`src/rtl/sdspi_pkg.sv`:
```
// Package: codes, types and CSD decode for the SD card SPI host engine.
package sdspi_pkg;

  localparam int unsigned SectorBytes = 512;
  localparam int unsigned CsdBytes    = 16;

  localparam logic [1:0] ActInit = 2'd0;
  localparam logic [1:0] ActRead = 2'd1;
  localparam logic [1:0] ActCap  = 2'd2;
  localparam logic [1:0] ActByte = 2'd3;

  localparam logic [3:0] PhIdle  = 4'd0;
  localparam logic [3:0] PhDummy = 4'd1;
  localparam logic [3:0] PhLead  = 4'd2;
  localparam logic [3:0] PhFrame = 4'd3;
  localparam logic [3:0] PhPoll  = 4'd4;
  localparam logic [3:0] PhOcr   = 4'd5;
  localparam logic [3:0] PhTail  = 4'd6;
  localparam logic [3:0] PhToken = 4'd7;
  localparam logic [3:0] PhData  = 4'd8;
  localparam logic [3:0] PhCrc   = 4'd9;
  localparam logic [3:0] PhStall = 4'd10;

  localparam logic [3:0] StClk10 = 4'd0;
  localparam logic [3:0] StCmd0  = 4'd1;
  localparam logic [3:0] StClk2  = 4'd2;
  localparam logic [3:0] StCmd8  = 4'd3;
  localparam logic [3:0] StCmd55 = 4'd4;
  localparam logic [3:0] StCmd41 = 4'd5;
  localparam logic [3:0] StCmd58 = 4'd6;
  localparam logic [3:0] StCmd59 = 4'd7;
  localparam logic [3:0] StCmd16 = 4'd8;
  localparam logic [3:0] StCmd17 = 4'd9;
  localparam logic [3:0] StCmd9  = 4'd10;

  localparam logic [5:0] Cmd0  = 6'd0;
  localparam logic [5:0] Cmd8  = 6'd8;
  localparam logic [5:0] Cmd9  = 6'd9;
  localparam logic [5:0] Cmd16 = 6'd16;
  localparam logic [5:0] Cmd17 = 6'd17;
  localparam logic [5:0] Cmd41 = 6'd41;
  localparam logic [5:0] Cmd55 = 6'd55;
  localparam logic [5:0] Cmd58 = 6'd58;
  localparam logic [5:0] Cmd59 = 6'd59;

  localparam logic [1:0] TypeUnknown = 2'd0;
  localparam logic [1:0] TypeV1      = 2'd1;
  localparam logic [1:0] TypeHc      = 2'd2;
  localparam logic [1:0] TypeStd2    = 2'd3;

  localparam logic [1:0] StatOk      = 2'd0;
  localparam logic [1:0] StatTimeout = 2'd1;
  localparam logic [1:0] StatReject  = 2'd2;

  typedef struct packed {
    logic [1:0]  action;
    logic [31:0] sector;
    logic [7:0]  rx_byte;
  } in_item_t;

  typedef struct packed {
    logic [7:0]  tx_byte;
    logic        tx_valid;
    logic        chip_select;
    logic        fast_clock;
    logic [7:0]  data_byte;
    logic        data_valid;
    logic        data_last;
    logic        done_res;
    logic [1:0]  status;
    logic [7:0]  response;
    logic [1:0]  card_type;
    logic [31:0] capacity;
  } out_item_t;

  // (device size + 1) << (size multiplier + 2 + block length exponent), kept to 32 bits
  function automatic logic [31:0] csd_cap(logic [11:0] csize, logic [2:0] mult,
                                          logic [3:0] bl);
    logic [4:0] sh;
    logic [12:0] base;
    sh   = 5'(mult) + 5'd2 + 5'(bl);
    base = 13'(csize) + 13'd1;
    return 32'(base) << sh;
  endfunction

endpackage

```
`src/rtl/sdspi_core.sv`:
```
// Sequencer: one item in, next state and one result out, combinational.
module sdspi_core (
  input  sdspi_pkg::in_item_t  item_i,
  input  logic [3:0]           phase_i,
  input  logic [1:0]           op_i,
  input  logic [5:0]           cmd_i,
  input  logic [31:0]          arg_i,
  input  logic [9:0]           bcnt_i,
  input  logic [16:0]          pcnt_i,
  input  logic [7:0]           att_i,
  input  logic                 hc_i,
  input  logic                 v2_i,
  input  logic [1:0]           type_i,
  input  logic                 speed_i,
  input  logic [3:0]           seq_i,
  input  logic [7:0]           resp_i,
  input  logic [11:0]          csize_i,
  input  logic [2:0]           mult_i,
  input  logic [3:0]           bl_i,
  output logic [3:0]           phase_o,
  output logic [1:0]           op_o,
  output logic [5:0]           cmd_o,
  output logic [31:0]          arg_o,
  output logic [9:0]           bcnt_o,
  output logic [16:0]          pcnt_o,
  output logic [7:0]           att_o,
  output logic                 hc_o,
  output logic                 v2_o,
  output logic [1:0]           type_o,
  output logic                 speed_o,
  output logic [3:0]           seq_o,
  output logic [7:0]           resp_o,
  output logic                 csd_we_o,
  output logic [3:0]           csd_addr_o,
  output sdspi_pkg::out_item_t res_o
);

  logic [7:0] rx;
  logic [7:0] att_inc;
  logic [9:0] bcnt_inc;
  logic [16:0] pcnt_inc;
  logic [7:0] fbyte;

  always_comb begin
    rx       = item_i.rx_byte;
    att_inc  = att_i + 8'd1;
    bcnt_inc = bcnt_i + 10'd1;
    pcnt_inc = pcnt_i + 17'd1;
    case (bcnt_i[2:0])
      3'd0:    fbyte = {2'b01, cmd_i};
      3'd1:    fbyte = arg_i[31:24];
      3'd2:    fbyte = arg_i[23:16];
      3'd3:    fbyte = arg_i[15:8];
      3'd4:    fbyte = arg_i[7:0];
      default: fbyte = (cmd_i == sdspi_pkg::Cmd8) ? 8'h87 : 8'h95;
    endcase
  end

  always_comb begin
    phase_o = phase_i; op_o = op_i; cmd_o = cmd_i; arg_o = arg_i;
    bcnt_o = bcnt_i; pcnt_o = pcnt_i; att_o = att_i; hc_o = hc_i; v2_o = v2_i;
    type_o = type_i; speed_o = speed_i; seq_o = seq_i; resp_o = resp_i;
    csd_we_o = 1'b0; csd_addr_o = bcnt_i[3:0];
    res_o = '0;

    if (item_i.action == sdspi_pkg::ActInit) begin
      op_o = sdspi_pkg::ActInit; speed_o = 1'b0; att_o = '0;
      bcnt_o = 10'd10; seq_o = sdspi_pkg::StClk10; phase_o = sdspi_pkg::PhDummy;
      res_o.tx_byte = 8'hFF; res_o.tx_valid = 1'b1;
    end else if (item_i.action == sdspi_pkg::ActRead) begin
      op_o = sdspi_pkg::ActRead; cmd_o = sdspi_pkg::Cmd17;
      arg_o = hc_i ? item_i.sector : {item_i.sector[22:0], 9'd0};
      seq_o = sdspi_pkg::StCmd17; phase_o = sdspi_pkg::PhLead;
      res_o.tx_byte = 8'hFF; res_o.tx_valid = 1'b1;
    end else if (item_i.action == sdspi_pkg::ActCap) begin
      op_o = sdspi_pkg::ActCap; cmd_o = sdspi_pkg::Cmd9; arg_o = '0;
      seq_o = sdspi_pkg::StCmd9; phase_o = sdspi_pkg::PhLead;
      res_o.tx_byte = 8'hFF; res_o.tx_valid = 1'b1;
    end else begin
      res_o.tx_byte = 8'hFF; res_o.tx_valid = 1'b1;
      case (phase_i)
        sdspi_pkg::PhDummy: begin
          bcnt_o = bcnt_i - 10'd1;
          if (bcnt_o != '0) begin
          end else if (seq_i == sdspi_pkg::StClk10) begin
            cmd_o = sdspi_pkg::Cmd0; arg_o = '0; seq_o = sdspi_pkg::StCmd0;
            phase_o = sdspi_pkg::PhLead;
          end else begin
            att_o = '0; v2_o = 1'b1; cmd_o = sdspi_pkg::Cmd8; arg_o = 32'h1AA;
            seq_o = sdspi_pkg::StCmd8; phase_o = sdspi_pkg::PhLead;
          end
        end
        sdspi_pkg::PhLead: begin
          bcnt_o = 10'd1; phase_o = sdspi_pkg::PhFrame;
          res_o.tx_byte = {2'b01, cmd_i}; res_o.chip_select = 1'b1;
        end
        sdspi_pkg::PhFrame: begin
          res_o.chip_select = 1'b1;
          if (bcnt_i < 10'd6) begin
            res_o.tx_byte = fbyte; bcnt_o = bcnt_inc;
          end else begin
            pcnt_o = '0; phase_o = sdspi_pkg::PhPoll;
          end
        end
        sdspi_pkg::PhPoll: begin
          pcnt_o = pcnt_inc;
          if (rx != 8'hFF || pcnt_inc >= 17'd256) begin
            resp_o = rx;
            if (rx == 8'h00 && cmd_i == sdspi_pkg::Cmd58) begin
              bcnt_o = '0; phase_o = sdspi_pkg::PhOcr; res_o.chip_select = 1'b1;
            end else begin
              phase_o = sdspi_pkg::PhTail;
            end
          end else res_o.chip_select = 1'b1;
        end
        sdspi_pkg::PhOcr: begin
          if (bcnt_i == '0) hc_o = rx[6];
          bcnt_o = bcnt_inc;
          if (bcnt_inc < 10'd4) res_o.chip_select = 1'b1;
          else phase_o = sdspi_pkg::PhTail;
        end
        sdspi_pkg::PhTail: begin
          case (seq_i)
            sdspi_pkg::StCmd0: begin
              att_o = att_inc;
              if (att_inc > 8'hFE) begin
                res_o.tx_byte = '0; res_o.tx_valid = 1'b0;
                res_o.done_res = 1'b1; res_o.status = sdspi_pkg::StatTimeout;
                phase_o = sdspi_pkg::PhIdle;
              end else begin
                bcnt_o = (resp_i != 8'h01) ? 10'd10 : 10'd2;
                seq_o = (resp_i != 8'h01) ? sdspi_pkg::StClk10 : sdspi_pkg::StClk2;
                phase_o = sdspi_pkg::PhDummy;
              end
            end
            sdspi_pkg::StCmd8: begin
              att_o = att_inc; phase_o = sdspi_pkg::PhLead;
              if (att_inc <= 8'hF0 && resp_i != 8'h01) begin
                cmd_o = sdspi_pkg::Cmd8; arg_o = 32'h1AA; seq_o = sdspi_pkg::StCmd8;
              end else begin
                if (att_inc > 8'hF0) begin
                  v2_o = 1'b0; type_o = sdspi_pkg::TypeV1;
                end
                att_o = '0; cmd_o = sdspi_pkg::Cmd55; arg_o = '0;
                seq_o = sdspi_pkg::StCmd55;
              end
            end
            sdspi_pkg::StCmd55: begin
              cmd_o = sdspi_pkg::Cmd41; arg_o = 32'h4000_0000; seq_o = sdspi_pkg::StCmd41;
              phase_o = sdspi_pkg::PhLead;
            end
            sdspi_pkg::StCmd41: begin
              att_o = att_inc; phase_o = sdspi_pkg::PhLead;
              if (att_inc > 8'hF0) begin
                res_o.tx_byte = '0; res_o.tx_valid = 1'b0;
                res_o.done_res = 1'b1; res_o.status = sdspi_pkg::StatTimeout;
                phase_o = sdspi_pkg::PhIdle;
              end else if (resp_i != 8'h00) begin
                cmd_o = sdspi_pkg::Cmd55; arg_o = '0; seq_o = sdspi_pkg::StCmd55;
              end else begin
                att_o = '0; hc_o = 1'b0;
                if (v2_i) begin
                  cmd_o = sdspi_pkg::Cmd58; arg_o = '0; seq_o = sdspi_pkg::StCmd58;
                end else begin
                  speed_o = 1'b1; cmd_o = sdspi_pkg::Cmd59; arg_o = '0;
                  seq_o = sdspi_pkg::StCmd59;
                end
              end
            end
            sdspi_pkg::StCmd58: begin
              att_o = att_inc; phase_o = sdspi_pkg::PhLead; arg_o = '0;
              if (att_inc > 8'hFE || resp_i == 8'h00) begin
                type_o = hc_i ? sdspi_pkg::TypeHc : sdspi_pkg::TypeStd2;
                speed_o = 1'b1; cmd_o = sdspi_pkg::Cmd59; seq_o = sdspi_pkg::StCmd59;
              end else begin
                cmd_o = sdspi_pkg::Cmd58; seq_o = sdspi_pkg::StCmd58;
              end
            end
            sdspi_pkg::StCmd59: begin
              cmd_o = sdspi_pkg::Cmd16; arg_o = 32'(sdspi_pkg::SectorBytes);
              seq_o = sdspi_pkg::StCmd16; phase_o = sdspi_pkg::PhLead;
            end
            sdspi_pkg::StCmd16: begin
              res_o.tx_byte = '0; res_o.tx_valid = 1'b0;
              res_o.done_res = 1'b1; phase_o = sdspi_pkg::PhIdle;
            end
            default: begin
              if (resp_i != 8'h00) begin
                res_o.tx_byte = '0; res_o.tx_valid = 1'b0;
                res_o.done_res = 1'b1; res_o.status = sdspi_pkg::StatReject;
                phase_o = sdspi_pkg::PhIdle;
              end else begin
                pcnt_o = '0; phase_o = sdspi_pkg::PhToken; res_o.chip_select = 1'b1;
              end
            end
          endcase
        end
        sdspi_pkg::PhToken: begin
          pcnt_o = pcnt_inc;
          if (rx == 8'hFE) begin
            bcnt_o = '0; phase_o = sdspi_pkg::PhData; res_o.chip_select = 1'b1;
          end else if (pcnt_inc >= 17'h10000) begin
            res_o.tx_byte = '0; res_o.tx_valid = 1'b0;
            res_o.done_res = 1'b1; res_o.status = sdspi_pkg::StatTimeout;
            phase_o = sdspi_pkg::PhIdle;
          end else res_o.chip_select = 1'b1;
        end
        sdspi_pkg::PhData: begin
          res_o.chip_select = 1'b1;
          if (op_i == sdspi_pkg::ActRead) begin
            res_o.data_byte = rx; res_o.data_valid = 1'b1;
            res_o.data_last = (bcnt_i == 10'(sdspi_pkg::SectorBytes - 1));
          end else if (bcnt_i < 10'(sdspi_pkg::CsdBytes)) begin
            csd_we_o = 1'b1;
          end
          bcnt_o = bcnt_inc;
          if (bcnt_inc >= ((op_i == sdspi_pkg::ActRead) ? 10'(sdspi_pkg::SectorBytes)
                                                         : 10'(sdspi_pkg::CsdBytes))) begin
            bcnt_o = '0; phase_o = sdspi_pkg::PhCrc;
          end
        end
        sdspi_pkg::PhCrc: begin
          bcnt_o = bcnt_inc;
          if (bcnt_inc < ((op_i == sdspi_pkg::ActRead) ? 10'd2 : 10'd3)) begin
            res_o.chip_select = 1'b1;
          end else phase_o = sdspi_pkg::PhStall;
        end
        sdspi_pkg::PhStall: begin
          res_o.tx_byte = '0; res_o.tx_valid = 1'b0;
          res_o.done_res = 1'b1; phase_o = sdspi_pkg::PhIdle;
          if (op_i == sdspi_pkg::ActCap) begin
            res_o.capacity = sdspi_pkg::csd_cap(csize_i, mult_i, bl_i);
          end
        end
        default: begin
          res_o.tx_byte = '0; res_o.tx_valid = 1'b0;
        end
      endcase
    end
    res_o.fast_clock = speed_o;
    res_o.response   = resp_o;
    res_o.card_type  = type_o;
  end

endmodule

```
`src/rtl/sd_card_spi_host_engine.sv`:
```
// Top level: SD card SPI-mode host engine with state and result registers.
// One item is accepted per cycle whenever the result register is free or being
// drained; each accepted item yields exactly one result in the result register. Only
// the CSD fields needed for the capacity are kept. A single combinational
// sequencer step lies between the input port and the state and result registers.
module sd_card_spi_host_engine (
  input  logic        clk_i,
  input  logic        rst_ni,
  input  logic        s_axis_tvalid,
  output logic        s_axis_tready,
  input  logic [47:0] s_axis_tdata,  // action[1:0], sector[33:2], rx_byte[41:34]
  output logic        m_axis_tvalid,
  input  logic        m_axis_tready,
  output logic [71:0] m_axis_tdata,  // tx_byte, tx_valid, chip_select, fast_clock,
                                     // data_byte, data_valid, done_res, status,
                                     // response, card_type, capacity
  output logic        m_axis_tlast   // data_last
);

  sdspi_pkg::in_item_t  item;
  sdspi_pkg::out_item_t res;
  logic [3:0] phase_q, phase_d, seq_q, seq_d;
  logic [1:0] op_q, op_d, type_q, type_d;
  logic [5:0] cmd_q, cmd_d;
  logic [31:0] arg_q, arg_d;
  logic [9:0] bcnt_q, bcnt_d;
  logic [16:0] pcnt_q, pcnt_d;
  logic [7:0] att_q, att_d, resp_q, resp_d;
  logic hc_q, hc_d, v2_q, v2_d, speed_q, speed_d;
  logic csd_we;
  logic [3:0] csd_addr;
  logic [11:0] csize_q;
  logic [2:0] mult_q;
  logic [3:0] bl_q;
  logic       rvalid_q;
  logic [71:0] rdata_q;
  logic        rlast_q;
  logic        acc;

  assign item.action  = s_axis_tdata[1:0];
  assign item.sector  = s_axis_tdata[33:2];
  assign item.rx_byte = s_axis_tdata[41:34];
  assign s_axis_tready = !rvalid_q || m_axis_tready;
  assign acc = s_axis_tvalid && s_axis_tready;

  sdspi_core u_core (
    .item_i(item), .phase_i(phase_q), .op_i(op_q), .cmd_i(cmd_q), .arg_i(arg_q),
    .bcnt_i(bcnt_q), .pcnt_i(pcnt_q), .att_i(att_q), .hc_i(hc_q), .v2_i(v2_q),
    .type_i(type_q), .speed_i(speed_q), .seq_i(seq_q), .resp_i(resp_q),
    .csize_i(csize_q), .mult_i(mult_q), .bl_i(bl_q),
    .phase_o(phase_d), .op_o(op_d), .cmd_o(cmd_d), .arg_o(arg_d), .bcnt_o(bcnt_d),
    .pcnt_o(pcnt_d), .att_o(att_d), .hc_o(hc_d), .v2_o(v2_d), .type_o(type_d),
    .speed_o(speed_d), .seq_o(seq_d), .resp_o(resp_d), .csd_we_o(csd_we),
    .csd_addr_o(csd_addr), .res_o(res)
  );

  always_ff @(posedge clk_i or negedge rst_ni) begin
    if (!rst_ni) begin
      phase_q <= sdspi_pkg::PhIdle; seq_q <= '0; op_q <= '0; type_q <= '0;
      cmd_q <= '0; arg_q <= '0; bcnt_q <= '0; pcnt_q <= '0; att_q <= '0;
      resp_q <= '0; hc_q <= 1'b0; v2_q <= 1'b0; speed_q <= 1'b0;
      rvalid_q <= 1'b0;
    end else begin
      if (acc) begin
        phase_q <= phase_d; seq_q <= seq_d; op_q <= op_d; type_q <= type_d;
        cmd_q <= cmd_d; arg_q <= arg_d; bcnt_q <= bcnt_d; pcnt_q <= pcnt_d;
        att_q <= att_d; resp_q <= resp_d; hc_q <= hc_d; v2_q <= v2_d;
        speed_q <= speed_d;
      end
      if (acc) rvalid_q <= 1'b1;
      else if (m_axis_tready) rvalid_q <= 1'b0;
    end
  end

  // CSD field capture and result payload
  always_ff @(posedge clk_i) begin
    if (acc && csd_we) begin
      case (csd_addr)
        4'd5:  bl_q <= item.rx_byte[3:0];
        4'd6:  csize_q[11:10] <= item.rx_byte[1:0];
        4'd7:  csize_q[9:2] <= item.rx_byte;
        4'd8:  csize_q[1:0] <= item.rx_byte[7:6];
        4'd9:  mult_q[2:1] <= item.rx_byte[1:0];
        4'd10: mult_q[0] <= item.rx_byte[7];
        default: ;
      endcase
    end
    if (acc) begin
      rlast_q <= res.data_last;
      rdata_q <= {7'd0, res.capacity, res.card_type, res.response, res.status,
                  res.done_res, res.data_valid, res.data_byte, res.fast_clock,
                  res.chip_select, res.tx_valid, res.tx_byte};
    end
  end

  assign m_axis_tvalid = rvalid_q;
  assign m_axis_tdata  = rdata_q;
  assign m_axis_tlast  = rlast_q;

endmodule

```
`config.mk`:
```
export PLATFORM = sky130hd
export DESIGN_NAME = sd_card_spi_host_engine
export DESIGN_NICKNAME = d
export VERILOG_FILES = /design/src/rtl/sdspi_pkg.sv /design/src/rtl/sdspi_core.sv /design/src/rtl/sd_card_spi_host_engine.sv
export SDC_FILE = /design/constraint.sdc
export NUM_CORES = 1
export LEC_CHECK = 0
export ABC_CLOCK_PERIOD_IN_PS = 2800
export BUFFER_PORTS_ARGS = -buffer_cell sky130_fd_sc_hd__buf_2
export CAP_MARGIN = 15
export CORE_MARGIN = 2
export CORE_UTILIZATION = 45
export CTS_CLUSTER_DIAMETER = 50
export DETAILED_ROUTE_END_ITERATION = 10
export PLACE_DENSITY = 0.77
export SYNTH_ARGS = -nofsm -noshare
export SYNTH_HDL_FRONTEND = slang
export SYNTH_HIERARCHICAL = 1
export SYNTH_SLANG_ARGS = --single-unit
```
`constraint.sdc`:
```
create_clock -name clk_i -period 2.8 [get_ports clk_i]
set_input_delay 0.84 -clock clk_i [delete_from_list [all_inputs] [get_ports clk_i]]
set_output_delay 0.84 -clock clk_i [all_outputs]
set_load 0.03 [all_outputs]
```
==> key figures, run 1 <==
Synth
  – Share of the synthesized area in the top cell type: 19.51%
  – Ys flop type: dfrtp_1
  – Mapped Area: 13,080 um^2
  – Top post-synthesis cells by count: nor2_1, nand2_1, dfrtp_1
  – Ys async rst share: 53.30%
  – Syn Inst Count: 1,381
  – Post-synth top area cell: edfxtp_1
  – Syn_area_per_cell: 9.472 um^2
  – Register area share after synthesis: 38.07%
  – Post-synthesis cell type count: 97
  – Synth Register Bits: 182
  – Most numerous cell in the Yosys netlist: nor2_1
  – Largest cells by area after synthesis: edfxtp_1, dfrtp_1, mux2_2
  – Ys Warns: 6
  – Post-synth EDFFs: 85

Timing
  – Hold Violations, Final: 0
  – Final period utilization: 100.3%
  – FMAX: 0.3560 GHz
  – Slew headroom: 42.60%
  – Setup Skew: 15.39 ps
  – Final setup TNS: -29.43 ps
  – Final Max Tran Viols: 0
  – Setup ws final: -8.686 ps
  – Final setup fails: 6
  – Minimum clock period: 2809 ps
  – RSZ-0062 raised after global routing: true
  – Final hold slack: 390.1 ps
  – Worst-Margin Slew: 859.2 ps

Critical path
  – Setup crit end kind: flip-flop
  – Critical Path Start: pcnt_q[1]$_DFFE_PN0P_
  – WS Path Type: reg2reg
  – Data required, critical path: 3130 ps
  – CP startpoint kind: flip-flop
  – Crit Path Max Fanout: 8
  – Worst EP arrival: 3140 ps
  – Worst Reg-to-Reg Cells: 10
  – RR Startpoint: pcnt_q[1]$_DFFE_PN0P_
  – Reg2reg setup slack: -9 ps
  – Crit Reg-Reg Endpoint: resp_q[0]$_DFFE_PN0P_

Global routing
  – Total track usage: 25.53%
  – First-pass GRT wire length: 62.49 mm
  – Initial antenna violation count: 0
  – Largest net degree at the start of global routing: 51
  – GRT overflow: 0
  – Vias in the first global route: 11,650

Job
  – Max cap viols: 0

Die
  – IO Count: 127
  – Die width: 174.5 um
  – Height of the die: 174.5 um
  – Row count: 62
  – Core ar.: 28,630 um^2
  – Die ar.: 30,450 um^2
  – Initial Utilization: 45.70%

Route
  – 1st-iter DRT viols: 1,513
  – Via count: 12,390
  – Drt wl/cell: 19.68 um
  – Number of vias per cell: 6.140
  – Final wirelength: 39.69 mm
  – ANT nets after route: 0
  – 1st-pass router iterations: 5
  – Drt drc: 0

Placement
  – I/O Buffers: 113
  – Placer Congestion: 0.9447
  – HPWL Detailed: 28.94 mm

Clocking
  – Root buf cell: clkbuf_16
  – Clock transition at path regs: 90 ps
  – Clock net sink count: 182
  – Clock tree buffer depth: 2
  – TritonCTS Buffers: 17
  – Hold_buf cts: 0
  – H-tree depth: 4
  – Clk_lat worst skew: 450 ps
  – TritonCTS clock tree: done

Cells and area
  – Fillers: 2,523
  – Ratio of cells with drive above 1 in the final layout: 35.21%
  – ANT cells: 0
  – # nets final: 1,692
  – Area growth from synthesis to layout: 24.80%

Pwr
  – Total power: 9.505 mW
  – Leak: 6.821 nW
  – Peak VDD IR: 379.8 uV
  – Pwr per Cell Area: 582.2 nW/um^2

Hold path
  – HP Class: in2async

Run status
  – Failing checks: setup timing
  – Status: finished with violations
==> state kept, by name (all words and copies together) (netlist names), 2 cells and up <==
name,cells
att_q,8
cmd_q,6
type_q,2
bl_q,4
arg_q,32
bcnt_q,10
m_axis_tdata,65
resp_q,8
mult_q,3
op_q,2
pcnt_q,17
seq_q,4
phase_q,4
csize_q,12
==> cells in the final DEF (no fill, tap or decap), types with 18 or more instances in the layout <==
cell type  synthesis  layout
inv_1             29      29
nand3_1           52      48
nand2_1          102     100
a21oi_1           89      85
buf_2             18     112
nor2_1           112     109
dfrtp_1           97      95
nor3_1            42      38
o21ai_0           68      63
mux2_2            81      74
a22o_1            29      29
and2_1            20      18
edfxtp_1          85      85
mux2_4            37      44
buf_4             22     211
a31oi_1           20      20
mux2i_1           34      34
==> through the flow <==
| stage | instances | setup slack [ps] | util (%) | area [um^2] |
|---|---|---|---|---|
| finish | 2017 | -8.686 | 57.03 | 16330 |
| global route | 2017 | -107.6 | 57.03 | 16330 |
| CTS | 2005 | -22.42 | 55.97 | 16020 |
| detailed placement | 1971 | -118.1 | 53.34 | 15270 |
| global placement | 1971 | -75.12 | 53.34 | 15270 |
| floorplan | 1387 | -88.67 | - | 13210 |
==> per-layer routing <==
metal,vias to the layer above,GRT usage (%),share of wire (%)
met5,-,0,0
met4,0,7.813,2.7
met3,99,3.346,7.3
met2,598,42.71,48
met1,6002,34.57,42
li1,5686,-,-
==> kinds of logic (layout without fill, tap and decap cells) <==
family	Yosys count	after routing	synth area share, %
AND/OR/NAND/NOR	477	477	19.01
AO/OA/AOI/OAI	379	379	20.25
flip-flops	182	182	38.07
multiplexers	153	153	13.99
buffers and inverters	152	398	5.538
adder cells (fa/ha/maj)	20	20	1.970
XOR/XNOR	17	17	1.138
other	1	7	0.02867
==> timing repair <==
| item | CTS | global route |
|---|---|---|
| pin swaps | 4 | 13 |
| endpoints found under the setup margin | 48 | 98 |
| gates resized for setup | 22 | 46 |
| buffers inserted | 2 | 15 |
| endpoints found under the hold margin | 0 | 0 |
==> worst max-delay path, cell delays in order (launching register included) <==
cell       delay (ps)
dfrtp_1           400
ha_4              170
nand2_4            70
or4_4             480
nor3_4            200
nand3_2           120
a2111oi_4         440
nor3_4             90
buf_12            160
mux2_4            300
mux2_2            260
==> worst max-delay path by stage <==
| stage | slack [ps] | cells after the start | to |
|---|---|---|---|
| 2_1_floorplan | -90 | 10 | resp_q[0]$_DFFE_PN0P_ |
| 3_3_place_gp | -80 | 8 | mult_q[2]$_DFFE_PP_ |
| 3_5_place_dp | -120 | 8 | csize_q[9]$_DFFE_PP_ |
| 4_1_cts | -20 | 10 | resp_q[0]$_DFFE_PN0P_ |
| 5_1_grt | -110 | 10 | resp_q[0]$_DFFE_PN0P_ |
| 6_report | -9 | 10 | resp_q[0]$_DFFE_PN0P_ |
==> cell type report <==
type / instances / area [um^2] / share of cell area, %
Timing Repair Buffer: 334 / 2347 / 14.38
Multi-Input combinational cell: 1053 / 7761 / 47.54
Inverter: 32 / 125.1 / 0.7664
Sequential cell: 182 / 4982 / 30.52
Tap cell: 384 / 480.5 / 2.943
Clock inverter: 15 / 203.9 / 1.249
Clock buffer: 17 / 425.4 / 2.606
==> report_power, final <==
part | internal, mW | switching [mW]
Sequential | 3.09 | 0.284
Combinational | 1.56 | 2.01
Clock | 1.25 | 1.31
Total | 5.90 | 3.60
No activity file was read; power rests on OpenSTA's default activity.
==> run 2, diff against run 1 <==
--- a/config.mk
+++ b/config.mk
@@ -13,6 +13,8 @@
 export CTS_CLUSTER_DIAMETER = 50
 export DETAILED_ROUTE_END_ITERATION = 10
 export PLACE_DENSITY = 0.77
+export REMOVE_ABC_BUFFERS = 1
+export SETUP_SLACK_MARGIN = 0.15
 export SYNTH_ARGS = -nofsm -noshare
 export SYNTH_HDL_FRONTEND = slang
 export SYNTH_HIERARCHICAL = 1
==> run 2 against run 1 <==
  * The run still ends with setup timing left
  * Sequential share of layout area is 1.4 points lower
  * Fmax down 4.6%
  * Setup slack got worse by 140 ps
  * Critical endpoint is now resp_q[4]$_DFFE_PN0P_
  * Global-route usage down 0.26 points
  * Clock skew is 2.2 ps lower
  * Core utilization is 2.8 points higher
  * Via count is 1.1% higher
==> key figures, run 2 (same netlist as run 1, synthesis figures left out) <==
Clocking
  – Root buf cell: clkbuf_16
  – TritonCTS Buffers: 17
  – H-tree depth: 4
  – TritonCTS clock tree: done
  – Clock net sink count: 182
  – Clock transition at path regs: 70 ps
  – Clk_lat worst skew: 440 ps
  – Clock tree buffer depth: 2

Global routing
  – Largest net degree at the start of global routing: 55
  – Vias in the first global route: 11,790
  – GR Layer Usage met2: 42.23%
  – Initial antenna violation count: 1
  – First-pass GRT wire length: 62.05 mm
  – GRT busiest layer: met2
  – GRT overflow: 0
  – Total track usage: 25.28%
  – Met1 Use GR: 32.89%
  – Met3 global-route usage: 4.199%

Timing
  – Final period utilization: 105.2%
  – Worst-Margin Slew: 740.8 ps
  – Setup Skew: 13.14 ps
  – RSZ-0062 raised after global routing: true
  – Minimum clock period: 2946 ps
  – Final hold slack: 402.2 ps
  – Final Max Tran Viols: 0
  – FMAX: 0.3395 GHz
  – Slew headroom: 50.51%
  – Final setup fails: 12
  – Setup ws final: -145.6 ps
  – Hold Violations, Final: 0

Critical path
  – Reg2reg setup slack: -150 ps
  – Worst Reg-to-Reg Cells: 11
  – Crit Reg-Reg Endpoint: resp_q[4]$_DFFE_PN0P_
  – Data required, critical path: 3120 ps
  – Setup crit end kind: flip-flop
  – RR Startpoint: pcnt_q[1]$_DFFE_PN0P_
  – CP max stage cell: or4_4
  – CP cell instances: ha_2, nand2_2, or4_4, nor3_4, nand3_2, a2111oi_4, buf_4, nor3_4, buf_4, mux2_4, mux2_4
  – Crit Path Max Fanout: 4
  – Largest delay share family, worst path: simple AND/OR/NAND/NOR gates
  – Worst EP arrival: 3270 ps
  – Buf/Inv on CP: 2
  – WS Path Type: reg2reg
  – CP startpoint kind: flip-flop
  – CP peak stage delay: 480 ps

Cells and area
  – Area growth from synthesis to layout: 31.04%
  – Core Util, Final: 59.88%
  – Most common cell after layout, fill and taps aside: buf_4
  – Number of non-filler instances in the completed layout: 2,027
  – Largest register FFs: 65
  – Commonest cells after routing, fill and taps aside: buf_4, buf_2, nor2_1, nand2_1, dfrtp_1
  – Ratio of cells with drive above 1 in the final layout: 40.11%
  – # nets final: 1,702
  – Final Cell Area: 17,140 um^2
  – ANT cells: 0

Die
  – Height of the die: 174.5 um
  – Die width: 174.5 um
  – Initial Utilization: 45.70%
  – Core ar.: 28,630 um^2
  – IO Count: 127
  – Die ar.: 30,450 um^2
  – Row count: 62

Route
  – Drt drc: 0
  – Final wirelength: 40.74 mm
  – 1st-pass router iterations: 7
  – 1st-iter DRT viols: 1,554
  – Via count: 12,520
  – Drt wl/cell: 20.10 um
  – ANT nets after route: 0
  – Number of vias per cell: 6.179

Placement
  – Placed Area: 15,150 um^2
  – Placer Congestion: 0.9634
  – I/O Buffers: 113
  – Dpl cells: 1,962
  – HPWL Detailed: 28.11 mm
  – Post-place setup slack: -181.9 ps

Pwr
  – Logic pwr share: 39.8%
  – Leak: 7.005 nW
  – Seq pwr share: 36.0%
  – Pint: 6.000 mW
  – Pwr per Cell Area: 558.3 nW/um^2
  – Clk network pwr share: 24.2%
  – Peak VDD IR: 463.6 uV
  – P_sw: 3.571 mW
  – Switch share: 37.31%

Job
  – Max cap viols: 0

Hold path
  – HP Class: in2async

Run status
  – Failing checks: setup timing
  – Status: finished with violations
## run 2: per-layer routing
metal | vias up | wire, um
met4 | 2 | 1445
met2 | 595 | 19680
met3 | 119 | 2766
met1 | 6096 | 16840
li1 | 5712 | -
met5 | - | 11
## run 2: worst max path at each step
stage,start,endpoint,slack [ps],depth (start not counted)
final,pcnt_q[1]$_DFFE_PN0P_,resp_q[4]$_DFFE_PN0P_,-150,11
after global routing,pcnt_q[0]$_DFFE_PN0P_,resp_q[4]$_DFFE_PN0P_,-230,11
after CTS,pcnt_q[1]$_DFFE_PN0P_,resp_q[0]$_DFFE_PN0P_,-100,9
after detailed placement,att_q[0]$_DFFE_PN0P_,arg_q[4]$_DFFE_PN0P_,-180,11
after global placement,att_q[0]$_DFFE_PN0P_,cmd_q[0]$_DFFE_PN0P_,-140,11
after floorplan,m_axis_tready,arg_q[27]$_DFFE_PN0P_,-790,4
## run 2: cell type report
class / instances / area (um^2)
flip-flops and latches: 182 / 4987
repair buffers: 344 / 2567
clock inverters: 10 / 87.58
fillers: 2314 / 11480
well taps: 384 / 480.5
inverters: 32 / 125.1
clock buffers: 22 / 464.2
multi-input cells: 1053 / 8429
## run 2: stage by stage
step / setup TNS (ps) / total power [mW]
final: -1039 / 9.571
after global routing: -3541 / 9.937
after CTS: -710.5 / 9.179
after detailed placement: -4051 / 6.704
after global placement: -2162 / 6.610
after floorplan: -115680 / 5.407
## run 2: repair_timing
item,4_1_cts,5_1_grt
cloned,0,3
pin swaps,31,96
hold buffers,0,0
gates resized for setup,93,163
buffers inserted,8,22
setup endpoints to repair,106,126
## run 2: power by group through the flow
stage	logic (mW)	registers, mW	clock network [mW]
floorplan	1.77	3.64	0
global placement	3.18	3.43	0
detailed placement	3.26	3.45	0
CTS	3.42	3.40	2.35
global route	4.02	3.48	2.44
finish	3.81	3.45	2.32
## run 2: worst register-to-register path: cells and delay by family (launching register included)
kind | cells | cell delay (ps)
compound gates | 1 | 360
fa+ha+maj | 1 | 200
buf+inv | 2 | 360
flops | 1 | 370
mux | 2 | 580
simple gates | 5 | 960
==> run 3, diff against run 2 <==
--- a/config.mk
+++ b/config.mk
@@ -5,6 +5,7 @@
 export SDC_FILE = /design/constraint.sdc
 export NUM_CORES = 1
 export LEC_CHECK = 0
+export ABC_AREA = 1
 export ABC_CLOCK_PERIOD_IN_PS = 2800
 export BUFFER_PORTS_ARGS = -buffer_cell sky130_fd_sc_hd__buf_2
 export CAP_MARGIN = 15
==> run 3 against run 2 <==
  * Synthesized cell count is 46% higher
  * Sequential share of layout area is 2.3 points higher
  * Sequential power hardly changed
  * Count of clock-buffer cells in the layout is 5 lower
  * Total power is 0.32% higher
  * Clock skew is 6.6 ps higher
  * Largest power group unchanged
  * First-iteration DRC count is 18% higher
  * Flip-flop and latch count stayed put
  * The run now ends clean
  * Clock power is 12% higher
==> key figures, run 3 <==
Run status
  – Status: completed

Placement
  – Placed Area: 14,820 um^2
  – HPWL Detailed: 31.57 mm
  – I/O Buffers: 113
  – Post-place setup slack: 53.95 ps
  – Dpl cells: 2,501
  – Placer Congestion: 1.046

Route
  – Metal2 WL: 20.88 mm
  – Via count: 14,760
  – ANT nets after route: 0
  – M1 WL: 17.54 mm
  – 1st-iter DRT viols: 1,841
  – Top Layer Used: met4
  – Final wirelength: 43.91 mm
  – 1st-pass router iterations: 7
  – Drt drc: 0
  – Drt wl/cell: 17.15 um
  – Met3 routed WL: 4.032 mm
  – Number of vias per cell: 5.766

Critical path
  – Worst Reg-to-Reg Cells: 9
  – WS Path Type: reg2reg
  – Crit Path Max Fanout: 5
  – Crit Reg-Reg Endpoint: m_axis_tdata[2]$_DFFE_PP_
  – Worst EP arrival: 2800 ps
  – Data required, critical path: 2950 ps
  – Setup crit end kind: flip-flop
  – Reg2reg setup slack: 160 ps
  – CP startpoint kind: flip-flop
  – RR Startpoint: bcnt_q[0]$_DFFE_PN0P_

Timing
  – Minimum clock period: 2642 ps
  – Final Max Tran Viols: 0
  – Final period utilization: 94.36%
  – FMAX: 0.3785 GHz
  – Slew headroom: 56.77%
  – Final setup fails: 0
  – Setup Skew: 19.69 ps
  – Worst-Margin Slew: 646.1 ps
  – Setup ws final: 157.9 ps
  – RSZ-0062 raised after global routing: true
  – Final hold slack: 353.1 ps
  – Hold Violations, Final: 0

Clocking
  – Clock net sink count: 182
  – H-tree depth: 4
  – Clock transition at path regs: 80 ps
  – TritonCTS clock tree: done
  – Clk_lat worst skew: 460 ps
  – Clock tree buffer depth: 2
  – Root buf cell: clkbuf_16
  – TritonCTS Buffers: 17
  – Hold_buf cts: 0

Pwr
  – Total power: 9.601 mW
  – Seq pwr share: 35.9%
  – Pint: 5.551 mW
  – Logic pwr share: 37.1%
  – Leak: 7.617 nW
  – Pwr per Cell Area: 605.0 nW/um^2
  – P_sw: 4.050 mW
  – Switch share: 42.18%
  – Clk network pwr share: 27.0%
  – Peak VDD IR: 382.9 uV

Global routing
  – Total track usage: 27.26%
  – First-pass GRT wire length: 68.75 mm
  – GRT overflow: 0
  – Vias in the first global route: 13,600
  – Largest net degree at the start of global routing: 98
  – Initial antenna violation count: 1

Die
  – Core ar.: 29,720 um^2
  – Height of the die: 178.1 um
  – Die ar.: 31,710 um^2
  – Row count: 63
  – IO Count: 127
  – Die width: 178.1 um
  – Initial Utilization: 45.88%

Cells and area
  – Largest register FFs: 65
  – Area growth from synthesis to layout: 16.38%
  – ANT cells: 0
  – Final Cell Area: 15,870 um^2
  – Commonest cells after routing, fill and taps aside: nand2_1, nand3_1, inv_1, nor2_1, o21ai_0
  – # nets final: 2,229
  – Ratio of cells with drive above 1 in the final layout: 16.87%
  – Most common cell after layout, fill and taps aside: nand2_1
  – Number of non-filler instances in the completed layout: 2,560

Synth
  – Post-synthesis xor/xnor area fraction: 0.7616%
  – Post-synthesis cell type count: 56
  – Synthesized-area fraction occupied by adder cells: 1.890%
  – Mapped Area: 13,640 um^2
  – Syn_area_per_cell: 6.770 um^2
  – Ys Warns: 6
  – Share of the synthesized area in the top cell type: 18.72%
  – Ys async rst share: 53.30%
  – Post-synthesis compound-gate area fraction: 13.40%
  – Main combinational cell family by area after synthesis: simple AND/OR/NAND/NOR gates
  – Synth Register Bits: 182
  – Post-synth EDFFs: 85
  – Largest cells by area after synthesis: edfxtp_1, dfrtp_1, nand2_1
  – Register area share after synthesis: 36.52%
  – Syn Inst Count: 2,014
  – Ys flop type: dfrtp_1
  – Post-synthesis mux area share: 0%
  – Most numerous cell in the Yosys netlist: nand2_1
  – Area share of and/or/nand/nor cells after synthesis: 35.98%
  – Post-synth top area cell: edfxtp_1
  – Top post-synthesis cells by count: nand2_1, nand3_1, inv_1

Job
  – Max cap viols: 0

Hold path
  – HP Class: in2async
[run 3: cell count changes after synthesis, sizes merged, moves of 34 or more]
cell and change:
clkbuf -38, inv +218, mux2 -118, mux2i -34, nand2 +488, nand3 +188
nand4 +41, nor2 +62, o21ai +87
[run 3: logic make-up after synthesis]
logic type | count (synthesis)
xor+xnor | 11
flops | 182
other cells | 1
fa+ha+maj | 20
buf+inv | 361
simple gates | 1107
compound gates | 332
[run 3: layout make-up]
| type | instances | area [um^2] |
|---|---|---|
| clock inverter | 15 | 196.4 |
| clock buffer | 17 | 425.4 |
| fill | 2789 | 13850 |
| tap | 390 | 488.0 |
| timing repair buffer | 225 | 1516 |
| sequential | 182 | 4990 |
| inverter | 254 | 965.9 |
| multi-input combinational | 1477 | 7287 |
[run 3: worst max-delay path by stage]
stage,from,end,slack [ps],depth (start not counted)
after floorplan,m_axis_tready,m_axis_tdata[0]$_DFFE_PP_,-1130,4
final,bcnt_q[0]$_DFFE_PN0P_,m_axis_tdata[2]$_DFFE_PP_,160,9
after global routing,bcnt_q[0]$_DFFE_PN0P_,bcnt_q[1]$_DFFE_PN0P_,110,19
after global placement,s_axis_tdata[35],bcnt_q[7]$_DFFE_PN0P_,110,15
after CTS,pcnt_q[0]$_DFFE_PN0P_,resp_q[2]$_DFFE_PN0P_,150,12
after detailed placement,s_axis_tdata[38],resp_q[5]$_DFFE_PN0P_,50,12
[run 3: routing by layer]
| metal | up-vias | GRT usage, % |
|---|---|---|
| met1 | 6862 | 34.49 |
| met2 | 838 | 45.72 |
| met4 | 0 | 10.48 |
| met3 | 136 | 5.584 |
| li1 | 6926 | - |
| met5 | - | 0 |
[run 3: power by group through the flow]
| stage | combinational (mW) | sequential (mW) | clock (mW) |
|---|---|---|---|
| after floorplan | 1.95 | 3.59 | 0 |
| final | 3.56 | 3.45 | 2.59 |
| after global routing | 3.87 | 3.50 | 2.72 |
| after detailed placement | 3.24 | 3.50 | 0 |
| after global placement | 3.18 | 3.48 | 0 |
| after CTS | 3.27 | 3.44 | 2.63 |
[run 3: timing repair]
| item | CTS | global route |
|---|---|---|
| cloned | 0 | 2 |
| buffers inserted | 3 | 22 |
| setup endpoints to repair | 7 | 113 |
| pin swaps | 1 | 8 |
| resized for setup | 2 | 60 |
[run 3: per-stage QoR]
stage	utilization, %	setup TNS [ps]
after floorplan	-	-94980
after global placement	49.88	0
after detailed placement	49.88	0
after CTS	52.05	0
after global routing	53.40	0
final	53.40	0
[run 3: worst max-delay path, cell delays in order (launching register included)]
cell	delay, ps
dfrtp_2	450
ha_2	210
buf_4	150
ha_1	260
inv_1	190
o22ai_1	110
nor3_1	310
nand2_1	160
a221oi_1	300
nand3_1	220
